## src/rtl/core/y86f_pkg.sv

```systemverilog
// ----------------------------------------------------------------------------
// y86f_pkg
// Shared types, constants and opcode decode functions for the Y86 fetch stage.
// ----------------------------------------------------------------------------
package y86f_pkg;

  localparam int MEM_BYTES   = 4096;
  localparam int STORE_AW    = $clog2(MEM_BYTES);
  localparam int BANK_W      = 3;
  localparam int NUM_BANKS   = 1 << BANK_W;
  localparam int ROW_W       = STORE_AW - BANK_W;
  localparam int BANK_ROWS   = MEM_BYTES / NUM_BANKS;
  localparam int FETCH_BYTES = 6;

  typedef logic [7:0] byte_t;
  typedef logic [3:0] code_t;
  typedef logic [31:0] word_t;
  typedef logic [NUM_BANKS-1:0][7:0] bank_data_t;

  localparam code_t OP_HALT   = 4'h0;
  localparam code_t OP_NOP    = 4'h1;
  localparam code_t OP_RRMOVL = 4'h2;
  localparam code_t OP_IRMOVL = 4'h3;
  localparam code_t OP_RMMOVL = 4'h4;
  localparam code_t OP_MRMOVL = 4'h5;
  localparam code_t OP_OPL    = 4'h6;
  localparam code_t OP_JXX    = 4'h7;
  localparam code_t OP_CALL   = 4'h8;
  localparam code_t OP_RET    = 4'h9;
  localparam code_t OP_PUSHL  = 4'hA;
  localparam code_t OP_POPL   = 4'hB;
  localparam code_t OP_DUMP   = 4'hC;

  localparam code_t REG_NONE = 4'hF;

  localparam logic [1:0] STAT_AOK = 2'd0;
  localparam logic [1:0] STAT_ADR = 2'd1;
  localparam logic [1:0] STAT_INS = 2'd2;
  localparam logic [1:0] STAT_HLT = 2'd3;

  localparam logic [1:0] ACT_HOLD   = 2'd0;
  localparam logic [1:0] ACT_LOAD   = 2'd1;
  localparam logic [1:0] ACT_BUBBLE = 2'd2;

  typedef struct packed {
    logic [1:0] stat;
    code_t      icode;
    code_t      ifun;
    code_t      ra;
    code_t      rb;
    word_t      valc;
    word_t      valp;
  } fetch_t;

  function automatic logic op_valid(input code_t op);
    logic r;
    unique case (op) inside
      OP_HALT, OP_NOP, OP_RRMOVL, OP_IRMOVL, OP_RMMOVL, OP_MRMOVL, OP_OPL,
      OP_JXX, OP_CALL, OP_RET, OP_PUSHL, OP_POPL, OP_DUMP: r = 1'b1;
      default: r = 1'b0;
    endcase
    return r;
  endfunction

  function automatic logic op_has_regs(input code_t op);
    logic r;
    unique case (op) inside
      OP_RRMOVL, OP_IRMOVL, OP_RMMOVL, OP_MRMOVL, OP_OPL, OP_PUSHL, OP_POPL: r = 1'b1;
      default: r = 1'b0;
    endcase
    return r;
  endfunction

  function automatic logic op_has_const(input code_t op);
    logic r;
    unique case (op) inside
      OP_IRMOVL, OP_RMMOVL, OP_MRMOVL, OP_JXX, OP_CALL, OP_DUMP: r = 1'b1;
      default: r = 1'b0;
    endcase
    return r;
  endfunction

  function automatic logic [2:0] op_length(input code_t op);
    logic [2:0] r;
    unique case (op) inside
      OP_RRMOVL, OP_OPL, OP_PUSHL, OP_POPL: r = 3'd2;
      OP_JXX, OP_CALL, OP_DUMP:             r = 3'd5;
      OP_IRMOVL, OP_RMMOVL, OP_MRMOVL:      r = 3'd6;
      default:                              r = 3'd1;
    endcase
    return r;
  endfunction

endpackage

```

## src/rtl/core/y86f_decode.sv

```systemverilog
// ----------------------------------------------------------------------------
// y86f_decode
// Aligns the fetched bytes, checks addresses and decodes the instruction
// fields, status and sequential next PC.
// ----------------------------------------------------------------------------
module y86f_decode (
  input  y86f_pkg::word_t      pc,
  input  y86f_pkg::bank_data_t bank_q,
  output y86f_pkg::fetch_t     fetch
);
  import y86f_pkg::*;

  byte_t                  b   [FETCH_BYTES];
  logic [FETCH_BYTES-1:0] ok;
  code_t                  op;
  code_t                  fn;
  logic                   valid_op;
  logic                   use_regs;
  logic                   use_const;
  logic                   const_ok;
  word_t                  const_raw;

  always_comb begin
    for (int k = 0; k < FETCH_BYTES; k++) begin
      b[k]  = bank_q[BANK_W'(pc[BANK_W-1:0] + BANK_W'(k))];
      ok[k] = (pc + 32'(k)) < 32'(MEM_BYTES);
    end
  end

  always_comb begin
    op        = ok[0] ? b[0][7:4] : OP_NOP;
    fn        = ok[0] ? b[0][3:0] : 4'h0;
    valid_op  = op_valid(op);
    use_regs  = op_has_regs(op);
    use_const = op_has_const(op);

    if (use_regs) begin
      const_ok  = ok[2] && ok[3] && ok[4] && ok[5];
      const_raw = {b[5], b[4], b[3], b[2]};
    end else begin
      const_ok  = ok[1] && ok[2] && ok[3] && ok[4];
      const_raw = {b[4], b[3], b[2], b[1]};
    end

    fetch.icode = op;
    fetch.ifun  = fn;
    fetch.ra    = (use_regs && ok[1]) ? b[1][7:4] : REG_NONE;
    fetch.rb    = (use_regs && ok[1]) ? b[1][3:0] : REG_NONE;
    fetch.valc  = (use_const && const_ok) ? const_raw : '0;
    fetch.valp  = pc + 32'(op_length(op));

    if (!ok[0]) begin
      fetch.stat = STAT_ADR;
    end else if (!valid_op) begin
      fetch.stat = STAT_INS;
    end else if ((use_regs && !ok[1]) || (use_const && !const_ok)) begin
      fetch.stat = STAT_ADR;
    end else if (op == OP_HALT) begin
      fetch.stat = STAT_HLT;
    end else begin
      fetch.stat = STAT_AOK;
    end
  end

endmodule

```

## config.mk

```make
export PLATFORM = sky130hd
export DESIGN_NAME = y86f_decode
export DESIGN_NICKNAME = d
export VERILOG_FILES = /design/src/rtl/core/y86f_pkg.sv /design/src/rtl/core/y86f_decode.sv
export SDC_FILE = /design/constraint.sdc
export NUM_CORES = 1
export LEC_CHECK = 0
export BUFFER_PORTS_ARGS = -buffer_cell sky130_fd_sc_hd__buf_2
export CORE_MARGIN = 4
export CORE_UTILIZATION = 50
export DETAILED_ROUTE_END_ITERATION = 10
export GPL_TIMING_DRIVEN = 0
export PLACE_DENSITY = 0.78
export SLEW_MARGIN = 20
export SYNTH_ARGS = -nofsm -noshare
export SYNTH_HDL_FRONTEND = slang
export SYNTH_SLANG_ARGS = --single-unit
```

## constraint.sdc

```tcl
create_clock -name vclk -period 7.4
set_input_delay 0.74 -clock vclk [all_inputs]
set_output_delay 0.74 -clock vclk [all_outputs]
set_load 0.02 [all_outputs]
```

[Word-level counts from Yosys, hierarchy flattened]
Cells that the tools add are included.
Word-level totals
  word-level logic and storage cells: 82
  bits of input ports: 96
  output and inout port bits: 82
  register bits after elaboration: 0
Cells by class
  magnitude comparators: 12
  add/subtract/negate cells: 11
  eq/ne operators: 12
  reductions and logical operators: 20
  muxes and demuxes: 27
Operators by type and width (count)
  < comparator 32 x 13 -> 1 bit (second input constant): 6
  binary-select mux 8 bit (select 3 bit): 6
  adder 32 x 2 -> 32 bit (second input constant): 2
  adder 32 x 3 -> 32 bit (second input constant): 2
  2-to-1 mux 32 bit: 2
  2-to-1 mux 8 bit: 6
  adder 32 x 1 -> 32 bit (second input constant): 1
  adder 32 x 3 -> 32 bit: 1
  < comparator 3 x 4 -> 1 bit (second input constant): 6
  equality test 4 bit (second input constant): 5
  equality test 4 x 3 -> 1 bit (second input constant): 4
  2-to-1 mux 4 bit: 4
  OR reduction 13 bit: 1
  logical AND 1 bit: 10
  case mux 3 bit (3 select lines): 1
  equality test 4 x 2 -> 1 bit (second input constant): 2
  2-to-1 mux 2 bit: 4
  OR reduction 7 bit: 1
  adder 3 x 2 -> 3 bit (second input constant): 2
  adder 3 bit (second input constant): 2
  OR reduction 3 bit: 2
  OR reduction 6 bit: 1
  equality test 4 x 1 -> 1 bit (second input constant): 1
  logical NOT 4 bit: 1
  5 further kinds: 9

[Longest topological paths before layout]
  depth in word-level cells: 13
  mapped depth: 16
  gate-level depth less buffers: 14

[Worst setup path before layout]
Ideal clock, no wire load.
  kind: input port to output port
  from: in pc[18]
  to: out fetch[28] (netlist name)
  data arrival time: 5.203 ns
  cell stages on the path: 16
  data required time: 6.660 ns
  path buffers: 2
  setup slack: 1.457 ns
  cell sequence: clkbuf_1 > nor4_1 > nand3_1 > nor3_1 > a21oi_1 > mux2i_1 > clkbuf_1 > ha_1 > inv_1 > fa_1 > nor2b_1 > o2111ai_1 > nor2_1 > nand4_1 > nor3_1 > xor2_1
RTL lines
  start, declared: line y86f_decode.sv:7  | input y86f_pkg::word_t pc,
  end, declared: line y86f_decode.sv:9  | output y86f_pkg::fetch_t fetch

==> impl_metrics.csv <==
group,metric,value,unit
sta,setup_viol,0,
global_routing,grt_usage,34.66,%
synthesis,synth-compound-area-share,15.73,%
setup_path,slowest_stage,"clkbuf_1",
global_routing,gr-max-usage-layer,"met2",
setup_path,cpLargestDelayFamily,"simple AND/OR/NAND/NOR gates",
global_routing,antenna_found_initial,0,
sta,fin_setup_tns,0,ns
global_routing,use_met1,42.30,%
placed_design,place_congestion,1.019,
pwr,power_density,56.12,nW/um^2
setup_path,critPathRequiredTime,6.66,ns
placed_design,portBuffers,167,
setup_path,worstPathArrival,6.23,ns
detailed_routing,drc_errors,0,
setup_path,cp_max_fo,10,
global_routing,grt_pass1_vias,6596,
status,outcome,"complete, no violations",
sta,post-route-period-util,94.15,%
synthesis,yosys_warnings,0,
pwr,leakagePower,2.348,nW
sta,fin_crit,6.967,ns
pwr,ir_drop,0.03454,mV
synthesis,synthAdderAreaFrac,2.234,%
setup_path,worstPathCellList,"buf_2 > clkbuf_1 > nor4_1 > nand3_1 > nor3_2 > a21oi_1 > mux2i_1 > clkbuf_1 > ha_1 > inv_1 > fa_1 > nor2b_1 > o2111ai_1 > nor2_2 > nand4_1 > nor3_1 > xor2_1 > buf_2",
synthesis,synth.cell_area,5378,sq um
detailed_routing,first_pass_iters,7,
setup_path,end_kind,"output port",
floorplanning,die_y,111.7,um
layout,antennaDiodeCount,0,
sta,rsz0062_at_grt,"no",
layout,seq_area,0,sq um
synthesis,synthMuxAreaShare,33.53,%
setup_path,setup.worst_path.class,"primary input to output port",
synthesis,synth_xor_area_share,8.306,%
global_routing,grt_overflow,0,
sta,finalMaxSlewViolations,0,
sta,worst_pin_slew,1.141,ns
clock_tree,hold_buffers,0,
detailed_routing,wl_per_cell,23.49,um
synthesis,synth-simple-area-share,33.41,%
synthesis,ys_types,66,
placed_design,dp_hpwl,17.88,mm
layout,final_layout_size_suffix_gt1_share,36.65,%
global_routing,met2_usage,58.35,%
flow_run,cap_violations,0,
layout,finish.utilization,61.47,%
setup_path,cpPeakStageDelay,0.57,ns
detailed_routing,ant_nets,0,
floorplanning,die_width,111.7,um
synthesis,ys_seq_area_share,0,%
layout,seq_cell_count,0,
synthesis,syn_avg_cell_area,7.828,sq um
setup_path,critPathBufInv,5,
floorplanning,std_cell_rows,37,
synthesis,synth_top_family_by_area,"multiplexers",
layout,nClkBuffers,0,
global_routing,grt_first_pass_wirelength,35.27,mm
detailed_routing,drt-initial-drc-count,838,
layout,fin_area,6402,sq um
clock_tree,cts_resized,0,
global_routing,grt_max_degree,13,
floorplanning,io_pins,178,
placed_design,dp_slack,0.2044,ns
sta,max_freq,143.5,MHz
detailed_routing,vias,6970,
sta,hold_viol_final,0,
synthesis,syn_nets,792,
detailed_routing,routed_wl,23.26,mm
sta,setup_slack,0.4330,ns
pwr,p_total,0.0003593,W
setup_path,start_kind,"primary input",
global_routing,grt_util_met3,6.359,%
floorplanning,core,10420,sq um
sta,relSlewSlack,23.70,%
placed_design,dpl_cell_area,6390,sq um
synthesis,synthCells,687,
layout,area_delta_synth_final,19.06,%
clock_tree,postCtsSetupBuffers,0,
layout,nFillCells,966,
layout,fin_nets,961,
floorplanning,start_util,51.63,%
floorplanning,die_area,12480,sq um
hold_path,min_path_type,"primary input to output port",
detailed_routing,viasPerCell,7.040,
## layer usage
metal  wire [um]  vias up
li1            -     3014
met1        7844     3206
met2       10840      629
met3        3183      121
met4        1392        0
met5           0        -
## cells by family after synthesis
group / after synthesis
compound gates: 107
xor+xnor: 51
fa+ha+maj: 9
buf+inv: 85
mux: 92
simple gates: 343
## per-stage QoR
step	std cells	hold slack, ns
after floorplan	687	1.608
after global placement	990	1.816
after detailed placement	990	1.816
after CTS	990	1.817
after global routing	990	1.825
final	990	1.819
## where the power goes
| group | total [W] | internal [W] | switching [W] |
|---|---|---|---|
| Combinational | 0.000359 | 0.000147 | 0.000212 |
| Clock | 0 | 0 | 0 |
| Sequential | 0 | 0 | 0 |
| Total | 0.000359 | 0.000147 | 0.000212 |
## path summary, 6_finish.rpt
kind,start,endpoint,cells past startpoint
max,pc[18],fetch[28],18
min,pc[10],fetch[10],3
## final cells by class
cell class	instances	area, sq um	share of cell area (%)
Tap cell	136	170.2	2.658
Inverter	15	56.30	0.8794
Buffer	70	309.0	4.827
Multi-Input combinational cell	602	5031	78.58
Timing Repair Buffer	167	835.8	13.05
## synth_stat cells, types with 3 or more instances
master / instances / share of area [%]
or4_1: 10 / 1.4
nand2_1: 106 / 7.4
buf_2: 19 / 1.8
nor4_1: 19 / 2.2
mux4_2: 70 / 29
buf_1: 14 / 0.98
buf_6: 3 / 0.63
nor3_1: 30 / 2.8
mux2i_1: 17 / 3.2
a311oi_1: 3 / 0.49
o21a_1: 3 / 0.42
mux2_2: 5 / 1.0
o21ai_0: 12 / 1.1
o2111ai_1: 4 / 0.65
inv_1: 13 / 0.91
a211oi_1: 3 / 0.42
o31a_1: 4 / 0.65
xor2_1: 20 / 3.3
nand3_1: 26 / 2.4
a2111oi_2: 15 / 4.2
o41ai_1: 3 / 0.49
a21oi_1: 27 / 2.5
nor4_2: 10 / 2.3
xnor2_1: 31 / 5.0
nor2_1: 70 / 4.9
and4_1: 7 / 1.1
or3_1: 7 / 0.81
or2_2: 10 / 1.2
clkbuf_1: 34 / 2.4
ha_1: 8 / 1.9
nand4_1: 25 / 2.9
and3_1: 4 / 0.47
a31oi_1: 9 / 1.0
## tightest hold or removal path: stages
cell and delay [ns]:
buf_2 0.12, xnor2_1 0.07, buf_2 0.15
## cells in the final DEF (no fill, tap or decap), drive strengths merged, types with 5 or more instances in the layout
master,n
a21oi,27
nor4,30
ha,8
xnor2,31
xor2,20
or3,7
a2111oi,17
mux2i,17
nor3,31
nand4,27
nand2,106
inv,15
a31oi,9
or2,10
nand3,27
mux4,70
mux2,5
nor2,70
o21ai,13
or4,11
clkbuf,34
buf,203
and4,7
(Power assumes the default switching activity.)
